File: src/rtl/core/sfc_pkg.sv
`default_nettype none
package sfc_pkg;

  typedef enum logic [1:0] {
    CMD_LOAD   = 2'd0,
    CMD_SAMPLE = 2'd1,
    CMD_FLUSH  = 2'd2,
    CMD_NONE   = 2'd3
  } cmd_t;

  localparam int unsigned TAP_INDEX_WIDTH = 6;
  localparam int unsigned NUM_TAPS_WIDTH  = 7;

  // Controls from the sequencer to the serial multiply-accumulate unit.
  typedef struct packed {
    logic clear;
    logic load;
    logic sample_ok;
    logic step;
    logic round;
  } mac_ctrl_t;

endpackage
`default_nettype wire

File: src/rtl/core/streaming_fir_convolver.sv
// Channel   Direction  Handshake            Payload
// s_axis    in         s_tvalid / s_tready  tuser cmd; tdata tap_index, tap_value, sample_in
// m_axis    out        m_tvalid / m_tready  tdata sample_out; tuser clipped; tlast last
// cfg       in         cfg_valid/cfg_ready  cfg_data num_taps
//
// Each result is built tap by tap for the n taps in use: per tap one memory
// read, one operand load and SAMPLE_WIDTH steps of the bit-serial multiplier.
// A sample item keeps the block busy until its result is registered; a load item does not.
// A flush item yields n-1 results, one after another, each built the same way.
// Reset is synchronous; the delay line is emptied through a fill count, without a pass.
// A stalled output holds the finished result while the next one is computed.
`default_nettype none
module streaming_fir_convolver #(
  parameter int unsigned MAX_TAPS     = 64,
  parameter int unsigned SAMPLE_WIDTH = 16,
  parameter int unsigned COEF_WIDTH   = 18
) (
  input  wire logic clk,
  input  wire logic rst,
  input  wire logic s_tvalid,
  output logic      s_tready,
  // tap_index [5:0], tap_value, sample_in, zero fill to whole bytes
  input  wire logic [((sfc_pkg::TAP_INDEX_WIDTH+COEF_WIDTH+SAMPLE_WIDTH+7)/8)*8-1:0] s_tdata,
  // cmd
  input  wire logic [1:0] s_tuser,
  output logic      m_tvalid,
  input  wire logic m_tready,
  // sample_out, zero fill to whole bytes
  output logic [((SAMPLE_WIDTH+7)/8)*8-1:0] m_tdata,
  // clipped
  output logic      m_tuser,
  output logic      m_tlast,
  input  wire logic cfg_valid,
  output logic      cfg_ready,
  input  wire logic [sfc_pkg::NUM_TAPS_WIDTH-1:0] cfg_data
);

  localparam int unsigned AW  = $clog2(MAX_TAPS);
  localparam int unsigned TIW = sfc_pkg::TAP_INDEX_WIDTH;
  localparam int unsigned IW  = ((AW > TIW) ? AW : TIW) + 1;
  localparam int unsigned NTW = sfc_pkg::NUM_TAPS_WIDTH;
  localparam int unsigned CW  = ((AW + 1) > NTW) ? (AW + 1) : NTW;
  localparam int unsigned OW  = ((SAMPLE_WIDTH + 7) / 8) * 8;

  typedef enum logic [2:0] {
    ST_IDLE,
    ST_READ,
    ST_OPLOAD,
    ST_MUL,
    ST_ROUND,
    ST_OUT
  } state_t;

  state_t                 state;
  logic [NTW-1:0]         num_taps;
  logic [AW:0]            fill;
  logic [AW-1:0]          wp;
  logic [AW-1:0]          rd;
  logic [AW:0]            k;
  logic [AW-1:0]          tail;
  logic                   is_flush;

  logic [AW:0]            n_eff;
  logic [CW-1:0]          nt_ext;
  logic [AW-1:0]          wp_inc;
  logic [AW:0]            fill_inc;
  logic [IW-1:0]          ti_ext;
  logic                   accept;
  sfc_pkg::cmd_t          cmd;
  logic                   out_free;

  logic [TIW-1:0]          f_tap_index;
  logic [COEF_WIDTH-1:0]   f_tap_value;
  logic [SAMPLE_WIDTH-1:0] f_sample_in;

  logic                    coef_we;
  logic                    dly_we;
  logic [SAMPLE_WIDTH-1:0] dly_wdata;
  logic [COEF_WIDTH-1:0]   coef_rdata;
  logic [SAMPLE_WIDTH-1:0] dly_rdata;

  sfc_pkg::mac_ctrl_t      mac_ctrl;
  logic                    last_bit;
  logic [SAMPLE_WIDTH-1:0] mac_result;
  logic                    mac_clip;

  assign f_tap_index = s_tdata[TIW-1:0];
  assign f_tap_value = s_tdata[TIW+COEF_WIDTH-1:TIW];
  assign f_sample_in = s_tdata[TIW+COEF_WIDTH+SAMPLE_WIDTH-1:TIW+COEF_WIDTH];
  assign cmd         = sfc_pkg::cmd_t'(s_tuser);

  assign s_tready  = (state == ST_IDLE);
  assign cfg_ready = 1'b1;
  assign accept    = s_tvalid && s_tready;
  assign out_free  = !m_tvalid || m_tready;

  always_comb begin
    nt_ext = CW'(num_taps);
    if (nt_ext == '0) begin
      n_eff = (AW+1)'(1);
    end else if (nt_ext > CW'(MAX_TAPS)) begin
      n_eff = (AW+1)'(MAX_TAPS);
    end else begin
      n_eff = nt_ext[AW:0];
    end
  end

  assign wp_inc   = (wp == AW'(MAX_TAPS - 1)) ? '0 : wp + AW'(1);
  assign fill_inc = (fill == (AW+1)'(MAX_TAPS)) ? fill : fill + (AW+1)'(1);
  assign ti_ext   = IW'(f_tap_index);

  // A shift happens on an accepted sample, on an accepted flush with a tail,
  // and before every further tail result of a flush.
  always_comb begin
    coef_we   = 1'b0;
    dly_we    = 1'b0;
    dly_wdata = '0;
    if (accept) begin
      unique case (cmd)
        sfc_pkg::CMD_LOAD: coef_we = (ti_ext < IW'(MAX_TAPS));
        sfc_pkg::CMD_SAMPLE: begin
          dly_we    = 1'b1;
          dly_wdata = f_sample_in;
        end
        sfc_pkg::CMD_FLUSH: dly_we = (n_eff != (AW+1)'(1));
        default: dly_we = 1'b0;
      endcase
    end else if (state == ST_OUT && out_free && is_flush && tail != AW'(1)) begin
      dly_we = 1'b1;
    end
  end

  always_comb begin
    mac_ctrl           = '0;
    mac_ctrl.clear     = (state == ST_READ) && (k == '0);
    mac_ctrl.load      = (state == ST_OPLOAD);
    mac_ctrl.sample_ok = (k < fill);
    mac_ctrl.step      = (state == ST_MUL);
    mac_ctrl.round     = (state == ST_ROUND);
  end

  always_ff @(posedge clk) begin
    if (rst) begin
      state    <= ST_IDLE;
      num_taps <= NTW'(1);
      fill     <= '0;
      wp       <= '0;
      rd       <= '0;
      k        <= '0;
      tail     <= '0;
      is_flush <= 1'b0;
      m_tvalid <= 1'b0;
    end else begin
      if (cfg_valid && cfg_ready) begin
        num_taps <= cfg_data;
      end
      if (state == ST_OUT && out_free) begin
        m_tvalid <= 1'b1;
      end else if (m_tready) begin
        m_tvalid <= 1'b0;
      end
      unique case (state)
        ST_IDLE: begin
          if (accept) begin
            if (cmd == sfc_pkg::CMD_SAMPLE) begin
              wp       <= wp_inc;
              rd       <= wp_inc;
              fill     <= fill_inc;
              k        <= '0;
              is_flush <= 1'b0;
              state    <= ST_READ;
            end else if (cmd == sfc_pkg::CMD_FLUSH) begin
              if (n_eff == (AW+1)'(1)) begin
                fill <= '0;
              end else begin
                wp       <= wp_inc;
                rd       <= wp_inc;
                fill     <= fill_inc;
                k        <= '0;
                tail     <= AW'(n_eff - (AW+1)'(1));
                is_flush <= 1'b1;
                state    <= ST_READ;
              end
            end
          end
        end
        ST_READ: state <= ST_OPLOAD;
        ST_OPLOAD: state <= ST_MUL;
        ST_MUL: begin
          if (last_bit) begin
            k     <= k + (AW+1)'(1);
            rd    <= (rd == '0) ? AW'(MAX_TAPS - 1) : rd - AW'(1);
            state <= (k + (AW+1)'(1) == n_eff) ? ST_ROUND : ST_READ;
          end
        end
        ST_ROUND: state <= ST_OUT;
        ST_OUT: begin
          if (out_free) begin
            if (is_flush && tail != AW'(1)) begin
              tail  <= tail - AW'(1);
              wp    <= wp_inc;
              rd    <= wp_inc;
              fill  <= fill_inc;
              k     <= '0;
              state <= ST_READ;
            end else begin
              if (is_flush) begin
                fill <= '0;
              end
              state <= ST_IDLE;
            end
          end
        end
        default: state <= ST_IDLE;
      endcase
    end
  end

  always_ff @(posedge clk) begin
    if (state == ST_OUT && out_free) begin
      m_tdata <= OW'(mac_result);
      m_tuser <= mac_clip;
      m_tlast <= is_flush && (tail == AW'(1));
    end
  end

  sfc_store #(
    .MAX_TAPS    (MAX_TAPS),
    .SAMPLE_WIDTH(SAMPLE_WIDTH),
    .COEF_WIDTH  (COEF_WIDTH),
    .AW          (AW)
  ) u_store (
    .clk       (clk),
    .coef_we   (coef_we),
    .coef_waddr(AW'(ti_ext)),
    .coef_wdata(f_tap_value),
    .coef_raddr(k[AW-1:0]),
    .coef_rdata(coef_rdata),
    .dly_we    (dly_we),
    .dly_waddr (wp_inc),
    .dly_wdata (dly_wdata),
    .dly_raddr (rd),
    .dly_rdata (dly_rdata)
  );

  sfc_mac #(
    .SAMPLE_WIDTH(SAMPLE_WIDTH),
    .COEF_WIDTH  (COEF_WIDTH),
    .AW          (AW)
  ) u_mac (
    .clk     (clk),
    .ctrl    (mac_ctrl),
    .coef    (coef_rdata),
    .sample  (dly_rdata),
    .last_bit(last_bit),
    .result  (mac_result),
    .clip    (mac_clip)
  );

endmodule
`default_nettype wire

File: src/rtl/core/sfc_store.sv
`default_nettype none
module sfc_store #(
  parameter int unsigned MAX_TAPS     = 64,
  parameter int unsigned SAMPLE_WIDTH = 16,
  parameter int unsigned COEF_WIDTH   = 18,
  parameter int unsigned AW           = 6
) (
  input  wire logic                    clk,
  input  wire logic                    coef_we,
  input  wire logic [AW-1:0]           coef_waddr,
  input  wire logic [COEF_WIDTH-1:0]   coef_wdata,
  input  wire logic [AW-1:0]           coef_raddr,
  output logic      [COEF_WIDTH-1:0]   coef_rdata,
  input  wire logic                    dly_we,
  input  wire logic [AW-1:0]           dly_waddr,
  input  wire logic [SAMPLE_WIDTH-1:0] dly_wdata,
  input  wire logic [AW-1:0]           dly_raddr,
  output logic      [SAMPLE_WIDTH-1:0] dly_rdata
);

  logic [COEF_WIDTH-1:0]   coef_mem [MAX_TAPS];
  logic [SAMPLE_WIDTH-1:0] dly_mem  [MAX_TAPS];

  always_ff @(posedge clk) begin
    if (coef_we) begin
      coef_mem[coef_waddr] <= coef_wdata;
    end
    coef_rdata <= coef_mem[coef_raddr];
  end

  always_ff @(posedge clk) begin
    if (dly_we) begin
      dly_mem[dly_waddr] <= dly_wdata;
    end
    dly_rdata <= dly_mem[dly_raddr];
  end

endmodule
`default_nettype wire

File: src/rtl/core/sfc_mac.sv
`default_nettype none
module sfc_mac #(
  parameter int unsigned SAMPLE_WIDTH = 16,
  parameter int unsigned COEF_WIDTH   = 18,
  parameter int unsigned AW           = 6
) (
  input  wire logic                    clk,
  input  wire sfc_pkg::mac_ctrl_t      ctrl,
  input  wire logic [COEF_WIDTH-1:0]   coef,
  input  wire logic [SAMPLE_WIDTH-1:0] sample,
  output logic                         last_bit,
  output logic      [SAMPLE_WIDTH-1:0] result,
  output logic                         clip
);

  localparam int unsigned ACC_W = SAMPLE_WIDTH + COEF_WIDTH + AW + 1;
  localparam int unsigned BCW   = $clog2(SAMPLE_WIDTH);

  logic [ACC_W-1:0]        acc;
  logic [ACC_W-1:0]        mcand;
  logic [SAMPLE_WIDTH-1:0] mplier;
  logic [BCW-1:0]          bit_cnt;
  logic [ACC_W-1:0]        addend;
  logic signed [ACC_W-1:0] q;
  logic signed [ACC_W-1:0] hi;
  logic signed [ACC_W-1:0] lo;

  assign last_bit = (bit_cnt == BCW'(SAMPLE_WIDTH - 1));

  // The sample's top bit carries negative weight, so its partial product is subtracted.
  always_comb begin
    addend = '0;
    if (mplier[0]) begin
      addend = last_bit ? (~mcand + ACC_W'(1)) : mcand;
    end
  end

  always_ff @(posedge clk) begin
    if (ctrl.clear) begin
      acc <= '0;
    end else if (ctrl.step) begin
      acc <= acc + addend;
    end else if (ctrl.round) begin
      acc <= acc + (ACC_W'(1) << (COEF_WIDTH - 2));
    end
    if (ctrl.load) begin
      mcand   <= {{(ACC_W-COEF_WIDTH){coef[COEF_WIDTH-1]}}, coef};
      mplier  <= ctrl.sample_ok ? sample : '0;
      bit_cnt <= '0;
    end else if (ctrl.step) begin
      mcand   <= mcand << 1;
      mplier  <= mplier >> 1;
      bit_cnt <= bit_cnt + BCW'(1);
    end
  end

  assign q  = $signed(acc) >>> (COEF_WIDTH - 1);
  assign hi = $signed({{(ACC_W-SAMPLE_WIDTH+1){1'b0}}, {(SAMPLE_WIDTH-1){1'b1}}});
  assign lo = $signed({{(ACC_W-SAMPLE_WIDTH+1){1'b1}}, {(SAMPLE_WIDTH-1){1'b0}}});

  always_comb begin
    result = q[SAMPLE_WIDTH-1:0];
    clip   = 1'b0;
    if (q > hi) begin
      result = hi[SAMPLE_WIDTH-1:0];
      clip   = 1'b1;
    end else if (q < lo) begin
      result = lo[SAMPLE_WIDTH-1:0];
      clip   = 1'b1;
    end
  end

endmodule
`default_nettype wire

File: config.mk
export PLATFORM = sky130hd
export DESIGN_NAME = streaming_fir_convolver
export DESIGN_NICKNAME = d
export VERILOG_FILES = /design/src/rtl/core/sfc_pkg.sv /design/src/rtl/core/streaming_fir_convolver.sv /design/src/rtl/core/sfc_store.sv /design/src/rtl/core/sfc_mac.sv
export SDC_FILE = /design/constraint.sdc
export NUM_CORES = 2
export LEC_CHECK = 0
export BUFFER_PORTS_ARGS = -buffer_cell sky130_fd_sc_hd__buf_2
export CAP_MARGIN = 20
export CORE_ASPECT_RATIO = 0.5
export CORE_MARGIN = 2
export CORE_UTILIZATION = 55
export CTS_CLUSTER_DIAMETER = 150
export DETAILED_ROUTE_END_ITERATION = 7
export PLACE_DENSITY = 0.67
export SKIP_LAST_GASP = 1
export SYNTH_ARGS = -nofsm -noshare
export SYNTH_HDL_FRONTEND = slang
export SYNTH_SLANG_ARGS = --single-unit
export TNS_END_PERCENT = 1
File: constraint.sdc
create_clock -name clk -period 6.5 [get_ports clk]
set_input_delay 1.95 -clock clk [delete_from_list [all_inputs] [get_ports clk]]
set_output_delay 1.95 -clock clk [all_outputs]
set_load 0.005 [all_outputs]
==> results.json <==
{
  "die_w_um": 592,
  "synth_top_family_by_area": "multiplexers",
  "yosys_register_bits": 2374,
  "crit_path_cell_trace": "nor3_1, and3_1, nand3_1, or3_1, or4_4, o21ai_0, xnor2_1, and2_1, ha_1, a21oi_1, o21ai_0, o41ai_1, o2111ai_1, o21ai_0, a21oi_1, or4_2, nand3_2, mux2i_1",
  "status": "completed",
  "grt_use_met2": 0.390,
  "drive_gt1_frac": 0.259,
  "yosysSeqAreaShare": 0.736,
  "overflow": 0,
  "grt_max_degree": 145,
  "hold_buffers": 0,
  "fmax_ghz": 0.175,
  "start_util": 0.557,
  "synth_cell_type_count": 76,
  "synth_compound_area_frac": 0.0338,
  "synthMuxAreaShare": 0.163,
  "antenna_found_initial": 11,
  "routedWlPerCell_um": 29.1,
  "rows": 107,
  "drt-pass1-iter-count": 6,
  "synth_fp_nets": 4967,
  "path_buf_inv": 0,
  "grt_setup_unrepaired": "no",
  "setup_tns_ns": 0,
  "viasPerCell": 6.36,
  "cp_top_family": "simple AND/OR/NAND/NOR gates",
  "swShare": 0.236,
  "numCtsBuffers": 203,
  "avgSynthCellArea_sq_um": 19.6,
  "synthCells": 4849,
  "worst_path_max_delay_cell": "or4_2",
  "synth-simple-area-share": 0.0361,
  "ys.flop_type": "edfxtp_1",
  "synth_edf_count": 2251,
  "yosys.area.top_type": "edfxtp_1",
  "nets": 5198,
  "yosysTopAreaCellShare": 0.710,
  "route.detailed.drc": 0,
  "synth.area.top_cells": "edfxtp_1 (71%), mux4_2 (15%), dfxtp_1 (2.6%), nor2_1 (1.1%), mux2i_1 (0.96%)",
  "drv_cap": 0,
  "worstPathRequired_ns": 7.24,
  "grt_first_pass_wirelength_um": 322000,
  "worstSkewPairLatency_ns": 0.86,
  "place_congestion": 0.888,
  "initialDrtViolationCount": 5731,
  "ir_drop_v": 0.000209,
  "synthAdderAreaFrac": 0.00849,
  "end_kind": "flip-flop",
  "post_cts_resized": 0,
  "postSynth.asyncResetShare": 0,
  "layout_common_cells": "edfxtp_1 (2251), mux4_2 (636), nor2_1 (206)",
  "clockBufferDepth": 4,
  "netlist_area_sq_um": 95200,
  "wl_um": 219000,
  "pwr-share-comb": 0.120,
  "max_stage_delay_ns": 0.57,
  "critPathKind": "flip-flop to flip-flop",
  "path_max_fanout": 7,
  "cts-root-buf": "clkbuf_16",
  "dp_hpwl_um": 129000,
  "finalSetupViolations": 0,
  "power_switching_uw": 7890,
  "worstMarginPinSlew_ns": 1.13,
  "cts.sinks": 2374,
  "die_h_um": 298,
  "cts_tree": "built",
  "p_int_uw": 25600,
  "gr-max-usage-layer": "met2",
  "io_pins": 75,
  "hold_violations": 0,
  "coreArea_sq_um": 171000,
  "worst_setup_path_start_kind": "flip-flop",
  "dp.cells": 7149,
  "skew_ns": 0.0687,
  "grt_use_total": 0.250,
  "p_seq_frac": 0.519,
  "fin_util": 0.620,
  "finalCritPeriodShare": 0.878,
  "h-tree-depth": 4,
  "stdcell_count": 7530,
  "grtUsageMet3": 0.0459,
  "use_met1": 0.367,
  "portBuffers": 73,
  "synth-xor-area-share": 0.00971,
  "hold_path_class": "flip-flop to flip-flop",
  "clkPwrFrac": 0.361,
  "powerDensity_nw_per_um2": 316,
  "timing.hold.ws_ns": 0.462,
  "post_cts_buffers": 0,
  "first_global_vias": 47500,
  "die-area_sq_um": 177000,
  "vias": 47900,
  "area_delta_synth_final_pct": 11.4,
  "crit_top_cell": "o21ai_0",
  "cp.arrival_ns": 6.44,
  "min_period_ns": 5.70,
  "final_common_cell": "edfxtp_1",
  "postRouteAntennaNets": 0,
  "p_leak_uw": 0.0333,
  "cts.reportedPaths.clkPinSlew_ns": 0.07,
  "max_slew_margin": 0.245,
  "ys.warnings.count": 0,
  "slew_violations": 0
}
==> routing by layer <==
metal / vias up / routed length [um]
met5: - / 13
met4: 2 / 6150
met3: 360 / 17900
met2: 2080 / 104000
met1: 25200 / 90600
li1: 20300 / -
==> synth_stat cells (17+ instances only) <==
cell      instances
a211oi_1         29
a21o_1           38
a21oi_1         147
a221oi_1         23
a22oi_1          24
and2_1           44
and3_1           27
buf_1            71
buf_2            30
clkbuf_1        166
dfxtp_1         123
edfxtp_1       2251
ha_1             63
inv_1            41
mux2_2           28
mux2i_1          91
mux4_2          636
nand2_1         185
nand2b_1         19
nand3_1          46
nand4_1          17
nor2_1          272
nor2b_1          18
nor3_1           26
o21a_1           20
o21ai_0         120
or3_1            19
xnor2_1          65
xor2_1           38
==> state kept, by name (all words and copies together), names as in the netlist, 3 cells and up <==
name / flops
u_store.coef_mem: 1152
u_store.dly_mem: 1024
u_mac.acc: 41
u_mac.mcand: 41
u_store.coef_rdata: 18
m_tdata: 16
u_mac.mplier: 16
u_store.dly_rdata: 16
fill: 7
k: 7
nt_ext: 7
rd: 6
tail: 6
wp: 6
u_mac.bit_cnt: 4
state: 3
==> cell families (layout without fill, tap and decap cells) <==
logic type | after synthesis | in the layout
flops | 2374 | 2374
buf+inv | 309 | 695
fa+ha+maj | 64 | 64
other cells | 1 | 7
mux | 756 | 756
xor+xnor | 104 | 104
compound gates | 508 | 508
simple gates | 733 | 733
==> power by group through the flow <==
stage                     Combinational [uW]  Sequential, uW  Clock [uW]
after floorplan                         2910           17500           0
after global placement                  3930           17700           0
after detailed placement                3990           17700           0
after CTS                               4010           17400       12300
after global routing                    4330           17400       12900
final                                   4010           17400       12100
==> worst min-delay path: cells and delay by family, from the launching register on <==
kind | cells | cell delay (ns)
AND/OR/NAND/NOR | 1 | 0.05
flip-flops | 1 | 0.31
AO/OA/AOI/OAI | 1 | 0.05
==> final timing paths <==
path,startpoint,to,slack [ns],cells past startpoint
worst max-delay path,u_mac.mcand[3]$_DFFE_PP_,u_mac.acc[40]$_SDFFE_PP0P_,0.80,18
worst min-delay path,u_mac.acc[15]$_SDFFE_PP0P_,u_mac.acc[15]$_SDFFE_PP0P_,0.46,2
worst max register to register,u_mac.mcand[3]$_DFFE_PP_,u_mac.acc[40]$_SDFFE_PP0P_,0.80,18
worst min register to register,u_mac.acc[15]$_SDFFE_PP0P_,u_mac.acc[15]$_SDFFE_PP0P_,0.46,2
==> metrics by stage <==
step,area (sq um),worst slack [ns],power [uW]
6_report,106000,0.796,33500
5_1_grt,106000,0.343,34600
4_1_cts,106000,0.827,33700
3_5_place_dp,99300,0.860,21700
3_3_place_gp,99300,0.951,21600
2_1_floorplan,95200,1.45,20400
==> final cells by class <==
class	instances	area, sq um
diodes	6	15.0
clock buffers	256	5380
clock inverters	104	1100
fillers	11800	65000
inverters	41	154
multi-input cells	2166	24200
flip-flops and latches	2374	70100
well taps	2289	2860
repair buffers	294	2310
Power figures use the tool's default switching activity.
